## src/design/assert_macros.svh

```systemverilog
// Assertion macros shared by the RTL files of the contour straightness filter.
`ifndef ASSERT_MACROS_SVH
`define ASSERT_MACROS_SVH
`ifndef SYNTHESIS
// Checks a property at every clock edge outside reset.
`define CSF_ASSERT(label, clk, rst_n, prop) \
  label: assert property (@(posedge clk) disable iff (!rst_n) (prop)) \
    else $error("contour filter check failed");
// Checks that cond in one cycle is followed by nxt in the next cycle.
`define CSF_ASSERT_NEXT(label, clk, rst_n, cond, nxt) \
  label: assert property (@(posedge clk) disable iff (!rst_n) (cond) |=> (nxt)) \
    else $error("contour filter sequence check failed");
`else
`define CSF_ASSERT(label, clk, rst_n, prop)
`define CSF_ASSERT_NEXT(label, clk, rst_n, cond, nxt)
`endif
`endif

```

## src/design/csf_pkg.sv

```systemverilog
// Types and constants of the contour straightness filter.
`timescale 1ns / 1ps
`default_nettype none
package csf_pkg;

  localparam int CFG_IDX_W  = 2;
  localparam int CFG_DATA_W = 16;
  localparam int CFG_LEN_W  = 6;
  localparam int RATIO_W    = 16;
  localparam int OUT_CNT_W  = 20;

  localparam logic [CFG_IDX_W-1:0] REG_MONO_WINDOW     = 2'd0;
  localparam logic [CFG_IDX_W-1:0] REG_STRAIGHT_WINDOW = 2'd1;
  localparam logic [CFG_IDX_W-1:0] REG_MONO_RATIO      = 2'd2;

  localparam logic [CFG_LEN_W-1:0] MONO_WINDOW_RST     = 6'd8;
  localparam logic [CFG_LEN_W-1:0] STRAIGHT_WINDOW_RST = 6'd16;
  localparam logic [RATIO_W-1:0]   MONO_RATIO_RST      = 16'd32768;

  typedef enum logic [2:0] {
    ST_IDLE,
    ST_WSTART,
    ST_WBOX,
    ST_WSCAN,
    ST_WEND,
    ST_UPDATE,
    ST_MUL,
    ST_RESULT
  } csf_state_t;

  // Which window length the shared scan is currently checking.
  typedef enum logic {
    WIN_MONO,
    WIN_STRAIGHT
  } csf_win_t;

endpackage
`default_nettype wire

```

## src/design/csf_ring.sv

```systemverilog
// Point ring memory: one write port and one registered read port.
`timescale 1ns / 1ps
`default_nettype none
module csf_ring #(
  parameter int DEPTH = 33,
  parameter int AW    = 6,
  parameter int DW    = 16
) (
  input  logic          clk,
  input  logic          wr_en,
  input  logic [AW-1:0] wr_addr,
  input  logic [DW-1:0] wr_x,
  input  logic [DW-1:0] wr_y,
  input  logic [AW-1:0] rd_addr,
  output logic [DW-1:0] rd_x,
  output logic [DW-1:0] rd_y
);

  logic [DW-1:0] mem_x [DEPTH];
  logic [DW-1:0] mem_y [DEPTH];
  logic [DW-1:0] rd_x_r;
  logic [DW-1:0] rd_y_r;

  always_ff @(posedge clk) begin
    if (wr_en) begin
      mem_x[wr_addr] <= wr_x;
      mem_y[wr_addr] <= wr_y;
    end
  end

  always_ff @(posedge clk) begin
    rd_x_r <= mem_x[rd_addr];
    rd_y_r <= mem_y[rd_addr];
  end

  assign rd_x = rd_x_r;
  assign rd_y = rd_y_r;

endmodule
`default_nettype wire

```

## src/design/contour_straightness_filter.sv

```systemverilog
// Top level of the contour straightness filter: sequencer, shared box compare and end test.
//
//  channel | direction | handshake          | payload
//  --------+-----------+--------------------+------------------------------------------
//  in_     | input     | in_valid/in_stall  | pt_x, pt_y, last_point
//  out_    | output    | out_valid/out_stall| keep, is_monotone, has_straight,
//          |           |                    | pass_windows, contour_points
//  cfg_    | input     | cfg_valid/cfg_ready| cfg_index, cfg_data
//
// A point is written to the ring when taken and closed by an update step; in between,
// each window that it decides is scanned over its clamped window length, and the update
// of a last point is followed by the end test. The window scan reads the ring through its
// single registered read port, one point per cycle, and one box compare unit serves both
// window lengths. Reset is synchronous and active low; the ring itself is not cleared.
// A finished result waits in the output register under out_stall while the next word
// is taken; only a later end test waits for that register to empty.
`timescale 1ns / 1ps
`default_nettype none
`include "assert_macros.svh"
module contour_straightness_filter #(
  parameter int MAX_WINDOW = 32,
  parameter int COORD_BITS = 16,
  parameter int COUNT_BITS = 20
) (
  input  logic                             clk,
  input  logic                             rst_n,
  input  logic                             in_valid,
  output logic                             in_stall,
  input  logic [COORD_BITS-1:0]            in_pt_x,
  input  logic [COORD_BITS-1:0]            in_pt_y,
  input  logic                             in_last_point,
  output logic                             out_valid,
  input  logic                             out_stall,
  output logic                             out_keep,
  output logic                             out_is_monotone,
  output logic                             out_has_straight,
  output logic [csf_pkg::OUT_CNT_W-1:0]    out_pass_windows,
  output logic [csf_pkg::OUT_CNT_W-1:0]    out_contour_points,
  input  logic                             cfg_valid,
  output logic                             cfg_ready,
  input  logic [csf_pkg::CFG_IDX_W-1:0]    cfg_index,
  input  logic [csf_pkg::CFG_DATA_W-1:0]   cfg_data
);
  import csf_pkg::*;

  localparam int RING_DEPTH = MAX_WINDOW + 1;
  localparam int AW         = (RING_DEPTH > 1) ? $clog2(RING_DEPTH) : 1;
  localparam int AW1        = AW + 1;
  localparam int PW         = COUNT_BITS + RATIO_W;

  function automatic logic [AW-1:0] clamp_len(input logic [CFG_LEN_W-1:0] v);
    if (v == '0) begin
      clamp_len = AW'(1);
    end else if (32'(v) > 32'(MAX_WINDOW)) begin
      clamp_len = AW'(MAX_WINDOW);
    end else begin
      clamp_len = AW'(v);
    end
  endfunction

  function automatic logic [AW-1:0] ring_inc(input logic [AW-1:0] p);
    if (p == AW'(RING_DEPTH - 1)) begin
      ring_inc = '0;
    end else begin
      ring_inc = p + AW'(1);
    end
  endfunction

  // Ring slot that lies len places behind slot.
  function automatic logic [AW-1:0] ring_back(input logic [AW-1:0] slot,
                                              input logic [AW-1:0] len);
    logic [AW1-1:0] s;
    s = {1'b0, slot} + AW1'(RING_DEPTH) - {1'b0, len};
    if (s >= AW1'(RING_DEPTH)) begin
      s = s - AW1'(RING_DEPTH);
    end
    ring_back = AW'(s);
  endfunction

  // Configuration registers.
  logic [CFG_LEN_W-1:0] mono_window_r, mono_window_nxt;
  logic [CFG_LEN_W-1:0] straight_window_r, straight_window_nxt;
  logic [RATIO_W-1:0]   ratio_r, ratio_nxt;

  // Control state.
  csf_state_t           state_r, state_nxt;
  csf_win_t             which_r, which_nxt;
  logic [AW-1:0]        head_r, head_nxt;
  logic [COUNT_BITS-1:0] points_r, points_nxt;
  logic [COUNT_BITS-1:0] passes_r, passes_nxt;
  logic                 straight_r, straight_nxt;
  logic                 out_valid_r, out_valid_nxt;

  // Per-point working registers.
  logic [COORD_BITS-1:0] x_r, x_nxt;
  logic [COORD_BITS-1:0] y_r, y_nxt;
  logic                  last_r, last_nxt;
  logic [AW-1:0]         lm_r, lm_nxt;
  logic [AW-1:0]         ls_r, ls_nxt;
  logic [COUNT_BITS-1:0] j_r, j_nxt;
  logic [AW-1:0]         ptr_r, ptr_nxt;
  logic [AW-1:0]         remain_r, remain_nxt;
  logic [COORD_BITS-1:0] lox_r, lox_nxt, hix_r, hix_nxt;
  logic [COORD_BITS-1:0] loy_r, loy_nxt, hiy_r, hiy_nxt;
  logic                  pass_r, pass_nxt;
  logic [PW-1:0]         prod_r, prod_nxt;

  // Result register.
  logic                  keep_r, keep_nxt;
  logic                  mono_r, mono_nxt;
  logic                  has_str_r, has_str_nxt;
  logic [OUT_CNT_W-1:0]  pass_win_r, pass_win_nxt;
  logic [OUT_CNT_W-1:0]  pts_out_r, pts_out_nxt;

  // Ring interface.
  logic                  ring_we;
  logic [AW-1:0]         ring_raddr;
  logic [COORD_BITS-1:0] rd_x, rd_y;

  logic                  in_acc;
  logic [AW-1:0]         lm_cfg, ls_cfg;
  logic                  acc_mono_due, acc_str_due, str_due;
  logic [AW-1:0]         cur_len, win_start;
  logic                  pt_in_box;
  logic                  out_free;
  logic                  mono_test, str_test;

  csf_ring #(
    .DEPTH (RING_DEPTH),
    .AW    (AW),
    .DW    (COORD_BITS)
  ) u_ring (
    .clk     (clk),
    .wr_en   (ring_we),
    .wr_addr (head_r),
    .wr_x    (in_pt_x),
    .wr_y    (in_pt_y),
    .rd_addr (ring_raddr),
    .rd_x    (rd_x),
    .rd_y    (rd_y)
  );

  assign in_acc       = in_valid && !in_stall;
  assign lm_cfg       = clamp_len(mono_window_r);
  assign ls_cfg       = clamp_len(straight_window_r);
  assign acc_mono_due = 32'(points_r) >= 32'(lm_cfg);
  assign acc_str_due  = 32'(points_r) >= 32'(ls_cfg);
  assign str_due      = 32'(j_r) >= 32'(ls_r);
  assign cur_len      = (which_r == WIN_STRAIGHT) ? ls_r : lm_r;
  assign win_start    = ring_back(head_r, cur_len);
  assign out_free     = !out_valid_r || !out_stall;

  // Shared compare unit: is the point just read inside the window's box?
  assign pt_in_box = (rd_x >= lox_r) && (rd_x <= hix_r) &&
                     (rd_y >= loy_r) && (rd_y <= hiy_r);

  assign mono_test = (32'(points_r) >= 32'(lm_r)) && ({passes_r, {RATIO_W{1'b0}}} > prod_r);
  assign str_test  = (32'(points_r) >= 32'(ls_r)) && straight_r;

  // Next state.
  always_comb begin
    state_nxt = state_r;
    case (state_r)
      ST_IDLE: begin
        if (in_acc) begin
          if (acc_mono_due || acc_str_due) begin
            state_nxt = ST_WSTART;
          end else begin
            state_nxt = ST_UPDATE;
          end
        end
      end
      ST_WSTART: state_nxt = ST_WBOX;
      ST_WBOX: begin
        state_nxt = (remain_r != '0) ? ST_WSCAN : ST_WEND;
      end
      ST_WSCAN: begin
        state_nxt = (remain_r != '0) ? ST_WSCAN : ST_WEND;
      end
      ST_WEND: begin
        if (which_r == WIN_MONO && str_due) begin
          state_nxt = ST_WSTART;
        end else begin
          state_nxt = ST_UPDATE;
        end
      end
      ST_UPDATE: state_nxt = last_r ? ST_MUL : ST_IDLE;
      ST_MUL:    state_nxt = ST_RESULT;
      ST_RESULT: begin
        if (out_free) begin
          state_nxt = ST_IDLE;
        end
      end
      default: state_nxt = ST_IDLE;
    endcase
  end

  // Outputs and datapath.
  always_comb begin
    in_stall            = 1'b1;
    ring_we             = 1'b0;
    ring_raddr          = '0;
    mono_window_nxt     = mono_window_r;
    straight_window_nxt = straight_window_r;
    ratio_nxt           = ratio_r;
    which_nxt           = which_r;
    head_nxt            = head_r;
    points_nxt          = points_r;
    passes_nxt          = passes_r;
    straight_nxt        = straight_r;
    out_valid_nxt       = out_valid_r && out_stall;
    x_nxt               = x_r;
    y_nxt               = y_r;
    last_nxt            = last_r;
    lm_nxt              = lm_r;
    ls_nxt              = ls_r;
    j_nxt               = j_r;
    ptr_nxt             = ptr_r;
    remain_nxt          = remain_r;
    lox_nxt             = lox_r;
    hix_nxt             = hix_r;
    loy_nxt             = loy_r;
    hiy_nxt             = hiy_r;
    pass_nxt            = pass_r;
    prod_nxt            = prod_r;
    keep_nxt            = keep_r;
    mono_nxt            = mono_r;
    has_str_nxt         = has_str_r;
    pass_win_nxt        = pass_win_r;
    pts_out_nxt         = pts_out_r;

    if (cfg_valid && cfg_ready) begin
      case (cfg_index)
        REG_MONO_WINDOW:     mono_window_nxt     = cfg_data[CFG_LEN_W-1:0];
        REG_STRAIGHT_WINDOW: straight_window_nxt = cfg_data[CFG_LEN_W-1:0];
        REG_MONO_RATIO:      ratio_nxt           = cfg_data[RATIO_W-1:0];
        default: ;
      endcase
    end

    case (state_r)
      ST_IDLE: begin
        in_stall = 1'b0;
        if (in_acc) begin
          ring_we   = 1'b1;
          x_nxt     = in_pt_x;
          y_nxt     = in_pt_y;
          last_nxt  = in_last_point;
          lm_nxt    = lm_cfg;
          ls_nxt    = ls_cfg;
          j_nxt     = points_r;
          which_nxt = acc_mono_due ? WIN_MONO : WIN_STRAIGHT;
        end
      end
      ST_WSTART: begin
        ring_raddr = win_start;
        ptr_nxt    = ring_inc(win_start);
        remain_nxt = cur_len - AW'(1);
      end
      ST_WBOX: begin
        // The start point and the newest point span the box.
        lox_nxt  = (rd_x < x_r) ? rd_x : x_r;
        hix_nxt  = (rd_x < x_r) ? x_r : rd_x;
        loy_nxt  = (rd_y < y_r) ? rd_y : y_r;
        hiy_nxt  = (rd_y < y_r) ? y_r : rd_y;
        pass_nxt = 1'b1;
        if (remain_r != '0) begin
          ring_raddr = ptr_r;
          ptr_nxt    = ring_inc(ptr_r);
          remain_nxt = remain_r - AW'(1);
        end
      end
      ST_WSCAN: begin
        pass_nxt = pass_r && pt_in_box;
        if (remain_r != '0) begin
          ring_raddr = ptr_r;
          ptr_nxt    = ring_inc(ptr_r);
          remain_nxt = remain_r - AW'(1);
        end
      end
      ST_WEND: begin
        if (which_r == WIN_MONO) begin
          if (pass_r && passes_r != '1) begin
            passes_nxt = passes_r + COUNT_BITS'(1);
          end
          which_nxt = WIN_STRAIGHT;
        end else if (pass_r) begin
          straight_nxt = 1'b1;
        end
      end
      ST_UPDATE: begin
        head_nxt = ring_inc(head_r);
        if (points_r != '1) begin
          points_nxt = points_r + COUNT_BITS'(1);
        end
      end
      ST_MUL: begin
        prod_nxt = PW'(points_r) * PW'(ratio_r);
      end
      ST_RESULT: begin
        if (out_free) begin
          out_valid_nxt = 1'b1;
          keep_nxt      = mono_test || str_test;
          mono_nxt      = mono_test;
          has_str_nxt   = str_test;
          pass_win_nxt  = OUT_CNT_W'(passes_r);
          pts_out_nxt   = OUT_CNT_W'(points_r);
          head_nxt      = '0;
          points_nxt    = '0;
          passes_nxt    = '0;
          straight_nxt  = 1'b0;
        end
      end
      default: ;
    endcase
  end

  always_ff @(posedge clk) begin
    if (!rst_n) begin
      state_r           <= ST_IDLE;
      which_r           <= WIN_MONO;
      head_r            <= '0;
      points_r          <= '0;
      passes_r          <= '0;
      straight_r        <= 1'b0;
      out_valid_r       <= 1'b0;
      mono_window_r     <= MONO_WINDOW_RST;
      straight_window_r <= STRAIGHT_WINDOW_RST;
      ratio_r           <= MONO_RATIO_RST;
    end else begin
      state_r           <= state_nxt;
      which_r           <= which_nxt;
      head_r            <= head_nxt;
      points_r          <= points_nxt;
      passes_r          <= passes_nxt;
      straight_r        <= straight_nxt;
      out_valid_r       <= out_valid_nxt;
      mono_window_r     <= mono_window_nxt;
      straight_window_r <= straight_window_nxt;
      ratio_r           <= ratio_nxt;
    end
  end

  always_ff @(posedge clk) begin
    x_r        <= x_nxt;
    y_r        <= y_nxt;
    last_r     <= last_nxt;
    lm_r       <= lm_nxt;
    ls_r       <= ls_nxt;
    j_r        <= j_nxt;
    ptr_r      <= ptr_nxt;
    remain_r   <= remain_nxt;
    lox_r      <= lox_nxt;
    hix_r      <= hix_nxt;
    loy_r      <= loy_nxt;
    hiy_r      <= hiy_nxt;
    pass_r     <= pass_nxt;
    prod_r     <= prod_nxt;
    keep_r     <= keep_nxt;
    mono_r     <= mono_nxt;
    has_str_r  <= has_str_nxt;
    pass_win_r <= pass_win_nxt;
    pts_out_r  <= pts_out_nxt;
  end

  assign cfg_ready          = 1'b1;
  assign out_valid          = out_valid_r;
  assign out_keep           = keep_r;
  assign out_is_monotone    = mono_r;
  assign out_has_straight   = has_str_r;
  assign out_pass_windows   = pass_win_r;
  assign out_contour_points = pts_out_r;

  // Each point adds at most one passing window, and only after the first window length.
  `CSF_ASSERT(a_passes_le_points, clk, rst_n, passes_r <= points_r)
  // The end test only runs for a word that carried the last mark.
  `CSF_ASSERT(a_result_needs_last, clk, rst_n, (state_r != ST_MUL) || last_r)
  // The window scan never addresses past the end of the ring.
  `CSF_ASSERT(a_raddr_in_ring, clk, rst_n, 32'(ring_raddr) < 32'(RING_DEPTH))
  // A result that is loaded is shown in the next cycle.
  `CSF_ASSERT_NEXT(a_result_shown, clk, rst_n, (state_r == ST_RESULT) && out_free, out_valid)

endmodule
`default_nettype wire

```

## config.mk

```make
export PLATFORM = sky130hd
export DESIGN_NAME = contour_straightness_filter
export DESIGN_NICKNAME = d
export VERILOG_FILES = /design/src/design/csf_pkg.sv /design/src/design/csf_ring.sv /design/src/design/contour_straightness_filter.sv
export VERILOG_INCLUDE_DIRS = /design/src /design/src/design
export SDC_FILE = /design/constraint.sdc
export NUM_CORES = 2
export LEC_CHECK = 0
export BUFFER_PORTS_ARGS = -buffer_cell sky130_fd_sc_hd__buf_2
export CAP_MARGIN = 20
export CORE_MARGIN = 5
export CORE_UTILIZATION = 62
export CTS_CLUSTER_SIZE = 40
export DETAILED_ROUTE_END_ITERATION = 12
export GPL_ROUTABILITY_DRIVEN = 0
export GPL_TIMING_DRIVEN = 1
export PLACE_DENSITY_LB_ADDON = 0.1
export SYNTH_ARGS = -nofsm -noshare
export SYNTH_HDL_FRONTEND = slang
export SYNTH_SLANG_ARGS = --single-unit
```

## constraint.sdc

```tcl
create_clock -name clk -period 10.43 [get_ports clk]
set_input_delay 0.5215 -clock clk [delete_from_list [all_inputs] [get_ports clk]]
set_output_delay 0.5215 -clock clk [all_outputs]
set_load 0.01 [all_outputs]
```

==> results by stage <==
Clock tree:
- The H-tree was split into 4 levels.
- The number of buffers inserted during clock tree synthesis is between 100 and 150.
- The clock latency of the later-clocked register in the worst-skew pair is about 0.76 ns.
- No sink is reached through more buffers than the 3 on the longest clock path.
- The root buffer cell is clkbuf_16.
- The number of gates resized after CTS was 0.
- For this design, the CTS-stage hold fixing added 8 buffers.
- The buffers inserted during post-CTS setup optimization is 0.
- The clock sink count is roughly 1400.
- The clock transition time at the flip-flop clock pins of the worst setup and hold paths is 0.06 ns.
- The CTS tree is done.

Die:
- The floorplan has around 120 rows.
- In this run the horizontal extent of the chip is between 300 and 400 um.
- For this design the top-level I/O count stands at ~100.
- Measured along the y axis, the die boundary spans 346.0 um.
- The floorplan step defined a core boundary enclosing 112300 um^2.
- The die area is 119700 um^2.
- The effective utilization at floorplan is approximately 62%.

STA:
- The maximum frequency from static timing analysis is between 100 and 150 MHz.
- The count of final max-slew check failures was 0.
- Setup repair after global routing left no endpoint under its margin.
- The transition time at the pin with the least slew margin is around 1.1 ns.
- The ratio of final minimum period to clock period is between 70% and 80%.
- Between clock sinks in the finished design, the worst skew comes to about 0.035 ns.
- The number of hold-slack violations in the final timing report is 0.
- The total negative setup slack is 0 ns.
- The setup violation total in the final timing report is 0.
- The smallest clock period supported by the final layout is computed as between 7 and 8 ns.
- The worst max-slew margin expressed relative to the limit is between 20% and 30%.

Synthesis:
- The Yosys warning count is 0.
- The multiplexer share of the synthesized area is about 7.4%.
- The synthesized net count is 5941.
- The mapped netlist covers roughly 70000 um^2.
- The netlist uses 78 different library cells.
- The dominant synthesized flop cell is edfxtp_1.
- The post-synthesis sequential element count is ~1400.
- The fraction of registers with async set/reset is 0%.
- The number of enable flip-flop cells after synthesis is 1277.
- After Yosys synthesis, XOR and XNOR cells account for under 10% of the synthesized area.
- Summing the areas of all compound-gate instances in the mapped netlist gives between 8 and 9% of the synthesized area.
- The average cell area after synthesis is around 13 um^2.
- The dominant combinational cell family by area after synthesis is adder cells.
- For this run, the register share of the synthesized area comes to between 50% and 60%.
- The adder-cell area share of the yosys netlist is between 10% and 20%.
- The cell count after synthesis came out at between 5000 and 6000.
- After Yosys synthesis, and, or, nand and nor cells account for between 8 and 9% of the synthesized area.

Pwr:
- Across the VDD grid, the largest voltage drop is approximately 0.19 mV.
- In this run the power density over the cells is around 210 nW/um^2.
- The analysis attributes to cell leakage a power of 0.02995 uW.

Cells and area:
- The top cell types in the final layout, fill and taps aside, are edfxtp_1, nand2_1, inv_1, mux2i_1, ha_1.
- Once layout is complete, the utilization of the core stands at around two thirds.
- The layout-stage area growth over the synthesis result is 9.788%.
- The proportion of layout cells with a drive suffix above 1 is roughly 11%.
- Leaving out fill and tap cells, the most frequent cell in the layout is edfxtp_1.
- In the final design database the tool counted between 5000 and 6000 nets.

Worst hold path:
- In this run the worst hold path is classified as in2reg.
- The hold path startpoint is cfg_data[11].

Setup path:
- The critical path arrival is approximately 7.9 ns.
- The worst setup path is launched from a flop.
- The startpoint-to-endpoint class of the critical path is reg2reg.
- STA classifies the critical path endpoint as a flop.
- The critical register-to-register path startpoint is points_r[12].
- The highest net fanout along the worst path is 22.
- The source of the critical timing path is points_r[12].
- The required time at the endpoint of the critical path is around 11 ns.

Routing:
- The number of design rule violations left after detail routing is 0.
- The mean number of vias per cell is between 6 and 7.
- The DRC marker count from the first detailed-route iteration is approximately 4500.
- The detailed-route via count is approximately 44000.
- The first detailed-routing pass took 6 iterations.
- The residual antenna-violating net count after detailed routing is 0.
- In the final routed layout, each cell accounts on average for 25.39 um.
- After detailed routing, the total wire length is 178.0 mm.

Outcome:
- The run finished with clean final reports.

Place:
- The detailed-placement wirelength estimate is 103.1 mm.
- The count of buffers added on input and output ports is 100.

Flow run:
- The max capacitance violation total is 0.

Global routing:
- The global route total overflow is 0.
- The number of global-route vias before repair is between 40000 and 50000.
- The initial antenna violation count is 5.
- The first global-routing pass estimated 267.3 mm of wire.
- The maximum number of pins on one net before global-route repair is 138.
- The total global routing track utilization is 29.31%.
[metal layers]
metal,GRT usage (%),share of wire (%),vias to the layer above
met1,39.15,40,21930
met3,4.705,7.6,374
met4,10.27,3.6,4
met5,0,0.012,-
li1,-,-,19510
met2,49.47,49,1861
[logic make-up after synthesis]
| kind of cell | after synthesis |
|---|---|
| flip-flops | 1389 |
| AO/OA/AOI/OAI | 805 |
| multiplexers | 503 |
| XOR/XNOR | 87 |
| other | 1 |
| buffers and inverters | 750 |
| AND/OR/NAND/NOR | 1300 |
| adder cells (fa/ha/maj) | 525 |
[metrics by stage]
step                      area (um^2)  setup slack [ns]  instances  total power (uW)  hold WS (ns)
after detailed placement        72080             3.099       6740             11220        0.4462
after CTS                       76800             3.077       7007             16250      0.007751
after floorplan                 69970             3.963       5360              9878        0.4176
after global placement          72040             3.295       6738             11140        0.4377
after global routing            76820             2.694       7009             16890       0.04917
final                           76820             3.016       7011             16230       0.05502
[power breakdown]
group	switching (uW)	internal [uW]
sequential	252	6390
combinational	2850	1690
clock	2170	2880
total	5270	11000
[Yosys cell counts (60+ instances only)]
cell	instances	area, um^2
and2_1	148	925.9
ha_1	274	3428
a21o_1	69	518.0
mux2i_1	376	3764
clkbuf_1	220	825.8
nor2_1	220	825.8
nand2_1	637	2391
a21oi_1	144	720.7
mux2_2	127	1430
a311oi_1	60	525.5
edfxtp_1	1277	38350
inv_1	440	1652
a31oi_1	64	400.4
dfxtp_1	112	2242
fa_1	251	5025
o2111ai_1	68	595.6
[cell type report]
type,instances,area (um^2)
tap,1500,1877
sequential,1389,40590
clock buffer,187,3901
multi-input combinational,3221,26690
clock inverter,72,743.2
antenna,3,7.507
fill,7907,35520
timing repair buffer,198,1356
inverter,441,1655
[sequential cells by signal, summed over array words and instances (netlist names), 20 cells and up]
name	flops
j_r	20
out_contour_points	20
out_pass_windows	20
passes_r	20
points_r	20
prod_r	36
u_ring.mem_x	528
u_ring.mem_y	528
[path summary, 6_finish.rpt]
| kind | end | slack [ns] | cells after the start |
|---|---|---|---|
| hold reg to reg | u_ring.rd_y[7] | 0.45 | 2 |
| setup / recovery | prod_r[35] | 3.02 | 21 |
| hold / removal | ratio_r[11] | 0.06 | 3 |
| setup reg to reg | prod_r[35] | 3.02 | 21 |
[critical path, stage by stage (launching register included)]
cell	delay, ns
dfxtp_1	0.99
nand2_1	0.22
fa_1	0.57
fa_1	0.52
fa_1	0.53
inv_1	0.06
fa_1	0.49
fa_1	0.50
inv_1	0.05
fa_1	0.47
inv_1	0.04
ha_1	0.35
nand3_1	0.14
nor2_1	0.15
o211a_1	0.16
a21oi_1	0.12
o311ai_0	0.69
nor3b_1	0.35
o221ai_1	0.28
o21ai_0	0.24
a21o_1	0.15
xnor2_1	0.06
No activity file was read; power rests on OpenSTA's default activity.
